### src/rtl/wenc_pkg.sv
// Shared types, constants and codes for the wheel encoder unwrap estimator.
`timescale 1ns / 1ps
package wenc_pkg;

  // Encoder geometry.
  localparam int COUNTS_PER_TURN = 32768;
  localparam int HALF_TURN       = COUNTS_PER_TURN / 2;

  // 2*pi in Q16.16, and twice that as the divisor for turn rounding.
  localparam logic [19:0] TWO_PI_Q16   = 20'd411775;
  localparam logic [19:0] TURN_DIVISOR = 20'd823550;

  // Quotient bits of the seed turn count: at most 5215 turns.
  localparam int QUOT_W = 13;

  // Queue between the front and the back.
  localparam int QUEUE_DEPTH = 2;
  localparam int QPTR_W      = $clog2(QUEUE_DEPTH);
  localparam int QCNT_W      = $clog2(QUEUE_DEPTH + 1);

  // Configuration register indexes.
  localparam int CFG_IDX_W = 3;
  localparam logic [CFG_IDX_W-1:0] CFG_TARGET_ID  = 3'd0;
  localparam logic [CFG_IDX_W-1:0] CFG_RPM_SCALE  = 3'd1;
  localparam logic [CFG_IDX_W-1:0] CFG_RADIUS     = 3'd2;
  localparam logic [CFG_IDX_W-1:0] CFG_OFFSET     = 3'd3;
  localparam logic [CFG_IDX_W-1:0] CFG_INIT_ANGLE = 3'd4;

  // Frame classification codes.
  typedef logic [2:0] frame_kind_t;
  localparam frame_kind_t KIND_REJECT = 3'd0;
  localparam frame_kind_t KIND_SEED   = 3'd1;
  localparam frame_kind_t KIND_HOLD   = 3'd2;
  localparam frame_kind_t KIND_INC    = 3'd3;
  localparam frame_kind_t KIND_DEC    = 3'd4;

  typedef struct packed {
    logic        [7:0]  frame_motor_id;
    logic signed [15:0] speed_rpm;
    logic        [15:0] raw_position;
  } wenc_in_t;

  typedef struct packed {
    logic               accepted;
    logic signed [31:0] wheel_angle;
    logic signed [31:0] wheel_rate;
    logic signed [31:0] linear_position;
    logic signed [31:0] linear_speed;
  } wenc_out_t;

  typedef struct packed {
    logic        [7:0]  target_motor_id;
    logic        [15:0] rpm_to_rad_scale;
    logic        [15:0] wheel_radius;
    logic        [30:0] angle_offset;
    logic signed [31:0] initial_angle;
  } wenc_cfg_t;

  typedef struct packed {
    frame_kind_t        kind;
    logic signed [15:0] speed_rpm;
    logic        [15:0] raw_position;
  } wenc_item_t;

endpackage

### src/rtl/wenc_front.sv
// Front end: accepts feedback frames, classifies them and tracks the last position.
`timescale 1ns / 1ps
module wenc_front (
  input  logic                clk,
  input  logic                rst,
  input  wenc_pkg::wenc_cfg_t cfg,
  input  logic                in_valid,
  output logic                in_ready,
  input  wenc_pkg::wenc_in_t  in_data,
  input  logic                queue_full,
  output logic                push,
  output wenc_pkg::wenc_item_t push_item
);
  import wenc_pkg::*;

  localparam logic signed [16:0] HALF_S = 17'(HALF_TURN);

  logic               seeded;
  logic [15:0]        previous_position;
  logic signed [16:0] delta;
  frame_kind_t        kind;

  assign in_ready = !queue_full;
  assign push     = in_valid && in_ready;
  assign delta    = $signed({1'b0, in_data.raw_position}) - $signed({1'b0, previous_position});

  always_comb begin
    if (in_data.frame_motor_id != cfg.target_motor_id) begin
      kind = KIND_REJECT;
    end else if (!seeded) begin
      kind = KIND_SEED;
    end else if (delta > HALF_S) begin
      kind = KIND_DEC;
    end else if (delta < -HALF_S) begin
      kind = KIND_INC;
    end else begin
      kind = KIND_HOLD;
    end
  end

  assign push_item.kind         = kind;
  assign push_item.speed_rpm    = in_data.speed_rpm;
  assign push_item.raw_position = in_data.raw_position;

  // Rejected frames leave the position history alone.
  always_ff @(posedge clk) begin
    if (rst) begin
      seeded            <= 1'b0;
      previous_position <= '0;
    end else if (push && kind != KIND_REJECT) begin
      seeded            <= 1'b1;
      previous_position <= in_data.raw_position;
    end
  end

endmodule

### src/rtl/wenc_queue.sv
// Short request queue between the front and the back.
`timescale 1ns / 1ps
module wenc_queue (
  input  logic                 clk,
  input  logic                 rst,
  input  logic                 push,
  input  wenc_pkg::wenc_item_t push_item,
  output logic                 full,
  input  logic                 pop,
  output logic                 head_valid,
  output wenc_pkg::wenc_item_t head_item
);
  import wenc_pkg::*;

  wenc_item_t              entries [QUEUE_DEPTH];
  logic [QPTR_W-1:0]       wr_ptr;
  logic [QPTR_W-1:0]       rd_ptr;
  logic [QCNT_W-1:0]       count;

  assign full       = count == QCNT_W'(QUEUE_DEPTH);
  assign head_valid = count != '0;
  assign head_item  = entries[rd_ptr];

  always_ff @(posedge clk) begin
    if (push) begin
      entries[wr_ptr] <= push_item;
    end
  end

  always_ff @(posedge clk) begin
    if (rst) begin
      wr_ptr <= '0;
      rd_ptr <= '0;
      count  <= '0;
    end else begin
      if (push) begin
        wr_ptr <= (wr_ptr == QPTR_W'(QUEUE_DEPTH - 1)) ? '0 : wr_ptr + 1'b1;
      end
      if (pop) begin
        rd_ptr <= (rd_ptr == QPTR_W'(QUEUE_DEPTH - 1)) ? '0 : rd_ptr + 1'b1;
      end
      if (push && !pop) begin
        count <= count + 1'b1;
      end else if (pop && !push) begin
        count <= count - 1'b1;
      end
    end
  end

endmodule

### src/rtl/wenc_back.sv
// Back end: turn counter and fixed-point arithmetic on one shared multiplier.
`timescale 1ns / 1ps
module wenc_back (
  input  logic                 clk,
  input  logic                 rst,
  input  wenc_pkg::wenc_cfg_t  cfg,
  input  logic                 head_valid,
  input  wenc_pkg::wenc_item_t head_item,
  output logic                 pop,
  output logic                 out_valid,
  input  logic                 out_ready,
  output wenc_pkg::wenc_out_t  out_data
);
  import wenc_pkg::*;

  localparam logic [3:0] S_IDLE    = 4'd0;
  localparam logic [3:0] S_RATE    = 4'd1;
  localparam logic [3:0] S_BASE    = 4'd2;
  localparam logic [3:0] S_SPEED   = 4'd3;
  localparam logic [3:0] S_TURN    = 4'd4;
  localparam logic [3:0] S_ANGLE   = 4'd5;
  localparam logic [3:0] S_DIV     = 4'd6;
  localparam logic [3:0] S_SEEDFIN = 4'd7;
  localparam logic [3:0] S_LIN     = 4'd8;
  localparam logic [3:0] S_FIN     = 4'd9;
  localparam logic [3:0] S_DIVCHK  = 4'd10;

  // 2^33 / TURN_DIVISOR rounded down; the quotient estimate never runs high.
  localparam logic [20:0] TURN_RECIP = 21'd10430;

  function automatic logic signed [31:0] sat32(input logic signed [53:0] v);
    logic signed [53:0] lim_hi;
    logic signed [53:0] lim_lo;
    lim_hi = 54'sh7FFF_FFFF;
    lim_lo = -54'sh8000_0000;
    if (v > lim_hi) begin
      sat32 = 32'sh7FFF_FFFF;
    end else if (v < lim_lo) begin
      sat32 = 32'sh8000_0000;
    end else begin
      sat32 = v[31:0];
    end
  endfunction

  logic [3:0]         st;
  wenc_item_t         cur;
  logic [31:0]        turn_count;
  logic signed [31:0] rate;
  logic [31:0]        base;
  logic signed [31:0] speed;
  logic signed [31:0] angle;
  logic signed [53:0] mprod;
  logic [32:0]        rem;
  logic [QUOT_W-1:0]  quot;
  logic               neg;

  logic               mul_en;
  logic signed [32:0] ma;
  logic signed [20:0] mb;

  logic signed [53:0] round_q16;
  logic [53:0]        base_sum;
  logic signed [53:0] angle_sum;
  logic signed [31:0] seed_val;
  logic [31:0]        mag;
  logic [32:0]        rem_left;
  logic [QUOT_W-1:0]  quot_fix;

  // Operand select for the shared multiplier.
  always_comb begin
    mul_en = 1'b0;
    ma     = '0;
    mb     = '0;
    case (st)
      S_RATE: begin
        mul_en = 1'b1;
        ma     = 33'(cur.speed_rpm);
        mb     = $signed({5'b0, cfg.rpm_to_rad_scale});
      end
      S_BASE: begin
        mul_en = 1'b1;
        ma     = $signed({17'b0, cur.raw_position});
        mb     = $signed({1'b0, TWO_PI_Q16});
      end
      S_SPEED: begin
        mul_en = 1'b1;
        ma     = 33'(rate);
        mb     = $signed({5'b0, cfg.wheel_radius});
      end
      S_TURN: begin
        mul_en = cur.kind != KIND_SEED;
        ma     = $signed({turn_count[31], turn_count});
        mb     = $signed({1'b0, TWO_PI_Q16});
      end
      S_DIV: begin
        mul_en = 1'b1;
        ma     = $signed({13'b0, rem[32:13]});
        mb     = $signed(TURN_RECIP);
      end
      S_DIVCHK: begin
        mul_en = 1'b1;
        ma     = $signed({20'b0, mprod[32:20]});
        mb     = $signed({1'b0, TURN_DIVISOR});
      end
      S_LIN: begin
        mul_en = 1'b1;
        ma     = 33'(angle);
        mb     = $signed({5'b0, cfg.wheel_radius});
      end
      default: begin
        mul_en = 1'b0;
      end
    endcase
  end

  // Q16 multiply result, rounded half up (arithmetic shift floors).
  assign round_q16 = (mprod + 54'sd32768) >>> 16;
  assign base_sum  = $unsigned(mprod) + 54'(HALF_TURN);
  assign angle_sum = $signed({22'b0, base}) + mprod - $signed({23'b0, cfg.angle_offset});
  assign seed_val  = (cfg.initial_angle != '0) ? cfg.initial_angle : $signed(base);
  assign mag       = seed_val[31] ? 32'(-seed_val) : 32'(seed_val);
  // Remainder left after the quotient estimate; one more divisor means one more turn.
  assign rem_left  = rem - mprod[32:0];
  assign quot_fix  = (rem_left >= 33'(TURN_DIVISOR)) ? quot + 1'b1 : quot;

  assign pop = (st == S_IDLE) && head_valid;

  always_ff @(posedge clk) begin
    if (mul_en) begin
      mprod <= ma * mb;
    end
  end

  always_ff @(posedge clk) begin
    if (rst) begin
      st         <= S_IDLE;
      turn_count <= '0;
      out_valid  <= 1'b0;
    end else begin
      if (st == S_FIN && (!out_valid || out_ready)) begin
        out_valid <= 1'b1;
      end else if (out_ready) begin
        out_valid <= 1'b0;
      end
      unique case (st)
        S_IDLE: begin
          if (head_valid) begin
            cur <= head_item;
            if (head_item.kind == KIND_INC) begin
              turn_count <= turn_count + 32'd1;
            end else if (head_item.kind == KIND_DEC) begin
              turn_count <= turn_count - 32'd1;
            end
            st <= (head_item.kind == KIND_REJECT) ? S_FIN : S_RATE;
          end
        end
        S_RATE: begin
          st <= S_BASE;
        end
        S_BASE: begin
          rate <= sat32(-mprod);
          st   <= S_SPEED;
        end
        S_SPEED: begin
          base <= 32'(base_sum / COUNTS_PER_TURN);
          st   <= S_TURN;
        end
        S_TURN: begin
          speed <= sat32(round_q16);
          if (cur.kind == KIND_SEED) begin
            // Seed angle goes out as is; count = round(|seed| / 2pi) with sign.
            angle <= seed_val;
            neg   <= seed_val[31];
            rem   <= {mag, 1'b0} + 33'(TWO_PI_Q16);
            st    <= S_DIV;
          end else begin
            st <= S_ANGLE;
          end
        end
        S_ANGLE: begin
          angle <= sat32(angle_sum);
          st    <= S_LIN;
        end
        S_DIV: begin
          // Reciprocal multiply on the top numerator bits; low by at most one.
          st <= S_DIVCHK;
        end
        S_DIVCHK: begin
          // Hold the estimate while its product with the divisor is formed.
          quot <= mprod[32:20];
          st   <= S_SEEDFIN;
        end
        S_SEEDFIN: begin
          turn_count <= neg ? 32'd0 - 32'(quot_fix) : 32'(quot_fix);
          st         <= S_LIN;
        end
        S_LIN: begin
          st <= S_FIN;
        end
        S_FIN: begin
          if (!out_valid || out_ready) begin
            st <= S_IDLE;
          end
        end
        default: begin
          st <= S_IDLE;
        end
      endcase
    end
  end

  always_ff @(posedge clk) begin
    if (st == S_FIN && (!out_valid || out_ready)) begin
      if (cur.kind == KIND_REJECT) begin
        out_data <= '0;
      end else begin
        out_data.accepted        <= 1'b1;
        out_data.wheel_angle     <= angle;
        out_data.wheel_rate      <= rate;
        out_data.linear_position <= sat32(round_q16);
        out_data.linear_speed    <= speed;
      end
    end
  end

endmodule

### src/rtl/wheel_encoder_unwrap_estimator_core.sv
// Top level of the wheel encoder unwrap estimator: config registers, front, queue, back.
`timescale 1ns / 1ps
// Takes one motor feedback frame per request (motor id, signed rpm, single-turn
// encoder count) and returns one result per request. Frames for other motor ids
// return accepted=0 with all values zero and leave the state untouched. Wheel
// rate is -rpm * rpm_to_rad_scale (Q16.16 rad/s) and linear speed is that rate
// times wheel_radius. The first accepted frame seeds the turn counter from
// initial_angle, or from the raw position when initial_angle is zero, and
// reports the seed angle without offset; later frames unwrap across the
// half-turn boundary, subtract angle_offset and scale by the radius. All
// outputs saturate to 32 bits; the turn counter wraps. A matched frame runs the
// back-end steps rate, base, speed, turn, angle and linear; the seeding frame runs
// rate, base, speed and turn, then a reciprocal multiply and a check product that
// find the seed turn count, then linear; a rejected frame goes straight to the
// output step. One shared 33x21 multiplier serves one step at a time. A two-entry
// queue lets the front accept frames while the back is busy, and the output
// register holds a finished result while the next frame is worked on.
// Configuration writes take effect at once and must only be made while idle.
module wheel_encoder_unwrap_estimator_core (
  input  logic                                 clk,
  input  logic                                 rst,
  input  logic                                 cfg_we,
  input  logic [wenc_pkg::CFG_IDX_W-1:0]       cfg_index,
  input  logic [31:0]                          cfg_data,
  input  logic                                 in_valid,
  output logic                                 in_ready,
  input  wenc_pkg::wenc_in_t                   in_data,
  output logic                                 out_valid,
  input  logic                                 out_ready,
  output wenc_pkg::wenc_out_t                  out_data
);
  import wenc_pkg::*;

  wenc_cfg_t  cfg;
  logic       push;
  wenc_item_t push_item;
  logic       queue_full;
  logic       pop;
  logic       head_valid;
  wenc_item_t head_item;

  // Configuration registers; writes to unused indexes drop.
  always_ff @(posedge clk) begin
    if (rst) begin
      cfg.target_motor_id  <= 8'd16;
      cfg.rpm_to_rad_scale <= 16'd6863;
      cfg.wheel_radius     <= 16'd0;
      cfg.angle_offset     <= 31'd809697;
      cfg.initial_angle    <= 32'sd0;
    end else if (cfg_we) begin
      unique case (cfg_index)
        CFG_TARGET_ID:  cfg.target_motor_id  <= cfg_data[7:0];
        CFG_RPM_SCALE:  cfg.rpm_to_rad_scale <= cfg_data[15:0];
        CFG_RADIUS:     cfg.wheel_radius     <= cfg_data[15:0];
        CFG_OFFSET:     cfg.angle_offset     <= cfg_data[30:0];
        CFG_INIT_ANGLE: cfg.initial_angle    <= $signed(cfg_data);
        default: begin
        end
      endcase
    end
  end

  // Classify each request and track seeding and the last position.
  wenc_front u_front (
    .clk        (clk),
    .rst        (rst),
    .cfg        (cfg),
    .in_valid   (in_valid),
    .in_ready   (in_ready),
    .in_data    (in_data),
    .queue_full (queue_full),
    .push       (push),
    .push_item  (push_item)
  );

  // Hold classified requests until the back end is free.
  wenc_queue u_queue (
    .clk        (clk),
    .rst        (rst),
    .push       (push),
    .push_item  (push_item),
    .full       (queue_full),
    .pop        (pop),
    .head_valid (head_valid),
    .head_item  (head_item)
  );

  // Advance the turn count and compute the outputs.
  wenc_back u_back (
    .clk        (clk),
    .rst        (rst),
    .cfg        (cfg),
    .head_valid (head_valid),
    .head_item  (head_item),
    .pop        (pop),
    .out_valid  (out_valid),
    .out_ready  (out_ready),
    .out_data   (out_data)
  );

endmodule

### config.mk
export PLATFORM = sky130hd
export DESIGN_NAME = wheel_encoder_unwrap_estimator_core
export DESIGN_NICKNAME = d
export VERILOG_FILES = /design/src/rtl/wenc_pkg.sv /design/src/rtl/wenc_front.sv /design/src/rtl/wenc_queue.sv /design/src/rtl/wenc_back.sv /design/src/rtl/wheel_encoder_unwrap_estimator_core.sv
export SDC_FILE = /design/constraint.sdc
export NUM_CORES = 2
export LEC_CHECK = 0
export ABC_AREA = 1
export BUFFER_PORTS_ARGS = -buffer_cell sky130_fd_sc_hd__clkbuf_2
export CAP_MARGIN = 20
export CORE_ASPECT_RATIO = 2
export CORE_MARGIN = 2
export CORE_UTILIZATION = 48
export CTS_BUF_LIST = sky130_fd_sc_hd__clkbuf_2 sky130_fd_sc_hd__clkbuf_4 sky130_fd_sc_hd__clkbuf_8
export DETAILED_ROUTE_END_ITERATION = 7
export MAX_ROUTING_LAYER = met4
export SYNTH_ARGS = -nofsm -noshare
export SYNTH_HDL_FRONTEND = slang
export SYNTH_SLANG_ARGS = --single-unit
export TNS_END_PERCENT = 20
### constraint.sdc
create_clock -name clk -period 46.1 [get_ports clk]
set_input_delay 4.61 -clock clk [delete_from_list [all_inputs] [get_ports clk]]
set_output_delay 4.61 -clock clk [all_outputs]
set_load 0.05 [all_outputs]
==> impl_metrics.yaml <==
outcome:
  status: "finished clean"
power_and_ir_drop:
  peakVddDrop_v: 0.0000713
  p_leak_nw: 33.9
  power.density_nw_per_um2: 84.9
placement:
  port_buffers: 210
  hpwl_um: 231000
  post_dp_cell_area_um2: 65700
  gp_congestion: 1.11
clocking:
  clk_pin_slew_ps: 80
  cts.htree.levels: 3
  clk_path_buf_depth: 3
  cts_tree: "built"
  cts_buffers: 93
  clock_latency_ps: 870
  post_cts_resized: 0
  cts_setup_buffers: 0
  clock-sinks: 624
  clockRootBuffer: "clkbuf_8"
  cts_hold_buf: 0
setup_path:
  r2r_start: "u_back.st[1]$_SDFFE_PP0P_"
  cp_max_fo: 16
  cp_common_cell: "inv_1"
  max_stage_delay_ps: 730
  cp-start-kind: "register"
  cp.required_ps: 46690
  slowest_stage: "a21oi_1"
  path_class: "register to register"
  cp-startpoint: "u_back.st[1]$_SDFFE_PP0P_"
  cp_data_arrival_time_ps: 11340
  cp-end-kind: "register"
synth:
  yosys-mux-area-fraction_pct: 0.615
  syn_area_um2: 62300
  ys_seq_elements: 624
  yosysSeqAreaShare_pct: 27.5
  dominantRegCellSynth: "edfxtp_1"
  synthArstFlopShare_pct: 0
  synth_most_common_cell: "inv_1"
  synth_top_family_by_area: "adder cells"
  synth_edf_count: 462
  synth_xor_area_share_pct: 3.72
  yosysTopAreaCell: "edfxtp_1"
  synth_area_per_cell_um2: 8.01
  synth_compound_area_share_pct: 8.01
  synthTopCellsByArea: "edfxtp_1 (22%), fa_1 (21%), inv_1 (10%)"
  syn_inst: 7776
  synth_commonest_cells: "inv_1 (1693), nand2_1 (1506), nor2_1 (987)"
  yosysUniqueCellTypes: 75
  synth_fa_ha_area_share_pct: 27.7
  yosys_warnings: 0
  synth_top_area_share_pct: 22.3
  yosys.area_share.simple_pct: 20.6
global_route:
  grt_max_degree: 103
  track_usage_pct: 43.4
  grt_first_pass_wirelength_um: 392000
  grt_pass1_vias: 57200
  antenna_found_initial: 10
  grt_overflow: 0
cells_and_area:
  fillCellCount: 12700
  layout-drive-gt1-share_pct: 9.18
  nNetsFinal: 9099
  finalInstanceArea_um2: 68100
  area_growth_pct: 9.31
die:
  die_w_um: 259
  fp-row-count: 187
  io-pin-count: 211
  core_um2: 129000
  die-area_um2: 133000
  initial_core_util_pct: 48.1
  die_h_um: 513
sta:
  tightest_slew_ps: 1230
  finalCritPeriodShare_pct: 23.3
  finalSetupViolCount: 0
  period_needed_ps: 10750
  hold_violations: 0
  slew_viol_final: 0
  fin_worst_skew_ps: 44.5
  max_freq_mhz: 93.0
  relSlewSlack_pct: 18.1
  setup_tns_ps: 0
  rsz0062_at_grt: "false"
route:
  drt_iter0_drc: 4615
  drc: 0
  drt_first_pass_iters: 7
  wl_per_cell_um: 28.5
  wirelength_um: 279000
  vias: 55100
  ant_nets: 0
  routed_via_density: 5.61
run:
  maxCapViolations: 0
hold_path:
  worst_hold_path_type: "register to register"
  hp-start: "u_queue.rd_ptr$_SDFFE_PP0P_"
==> worst paths after layout <==
path | slack, ps | to | cells past startpoint
worst min-delay path | 450 | register | 1
worst max register to register | 35350 | u_back.mprod[49]$_DFFE_PP_ | 34
worst min register to register | 450 | register | 1
worst max-delay path | 35350 | u_back.mprod[49]$_DFFE_PP_ | 34
==> flip-flops by register name, indices dropped and copies added, names as in the netlist, 2 cells and up, named ones only <==
name and flops:
u_back.rem 32, u_back.out_data 129, u_back.st 4, u_back.angle 32, u_back.quot 13, u_back.cur 35, u_back.rate 32, u_back.mprod 54
u_back.speed 32, cfg 103, u_queue.entries 70, u_front.previous_position 16, u_back.base 32, u_queue.count 2, u_back.turn_count 32
==> kinds of logic (layout without fill, tap and decap cells) <==
group / Yosys count / count (layout)
flip-flops: 624 / 624
buffers and inverters: 1919 / 2232
other: 2 / 32
AO/OA/AOI/OAI: 867 / 867
adder cells (fa/ha/maj): 992 / 992
XOR/XNOR: 264 / 264
multiplexers: 34 / 34
AND/OR/NAND/NOR: 3074 / 3074
==> per-stage QoR <==
stage               setup slack [ps]  power [W]  std cells  utilization (%)  hold slack (ps)
finish                         35350    0.00578       9820             52.6              454
global route                   35300    0.00616       9816             52.6              467
CTS                            35740    0.00568       9803             52.5              457
detailed placement             35760    0.00511       9628             50.8              435
global placement               35780    0.00508       9625             50.8              428
floorplan                      28360    0.00359       7794                -              421
==> power by group <==
group	internal (W)	switching, W
sequential	0.000790	0.000117
clock	0.000303	0.000261
combinational	0.00130	0.00301
==> cell usage in the layout (no fill, tap or decap), types with 12 or more instances in the layout <==
| master | netlist | routed |
|---|---|---|
| clkbuf_4 | 0 | 27 |
| diode_2 | 0 | 12 |
| nand3b_1 | 21 | 21 |
| nor4_1 | 36 | 31 |
| a21o_1 | 12 | 12 |
| inv_2 | 16 | 16 |
| nor2_2 | 23 | 29 |
| nor3_1 | 72 | 68 |
| clkbuf_2 | 0 | 210 |
| a221oi_1 | 32 | 25 |
| dfxtp_1 | 162 | 161 |
| o22ai_1 | 21 | 21 |
| a21oi_1 | 334 | 333 |
| a31oi_1 | 28 | 28 |
| nand2_2 | 41 | 42 |
| edfxtp_1 | 462 | 462 |
| nand3_1 | 249 | 247 |
| o21bai_1 | 14 | 14 |
| ha_1 | 351 | 351 |
| mux2_2 | 34 | 34 |
| clkinv_1 | 15 | 23 |
| fa_1 | 641 | 641 |
| xor2_1 | 206 | 206 |
| nand4_1 | 68 | 68 |
| nor2_1 | 987 | 976 |
| a21oi_2 | 31 | 31 |
| nand2_1 | 1506 | 1505 |
| clkbuf_8 | 0 | 112 |
| inv_1 | 1693 | 1692 |
| nor2_4 | 7 | 12 |
| nand3_2 | 10 | 12 |
| conb_1 | 2 | 20 |
| or2_2 | 16 | 16 |
| buf_4 | 16 | 115 |
| xnor2_1 | 57 | 57 |
| o21ai_0 | 297 | 297 |
| o21a_1 | 21 | 21 |
==> critical path: cells and delay by family (launching register included) <==
kind | cells | cell delay, ps
compound gates | 9 | 2810
xor+xnor | 1 | 180
fa+ha+maj | 8 | 3540
buf+inv | 10 | 1790
flops | 1 | 410
simple gates | 6 | 1690
==> cell type report <==
class                   count  area [um2]  share of cell area [%]
clock inverters            36         497                   0.730
clock buffers             139        1740                    2.56
multi-input cells        5251       38100                    55.9
inverters                1726        6490                    9.53
repair buffers            331        2010                    2.95
diodes                     12        30.0                  0.0441
flip-flops and latches    624       17100                    25.1
well taps                1701        2130                    3.13
==> routing by layer <==
layer / track usage, % / up-vias / routed length (um)
met5: - / - / 0
met4: 46.7 / 0 / 38500
met3: 8.22 / 1241 / 18300
met2: 74.2 / 2520 / 140000
met1: 37.9 / 26700 / 82900
li1: - / 24600 / -
Power figures use the tool's default switching activity.
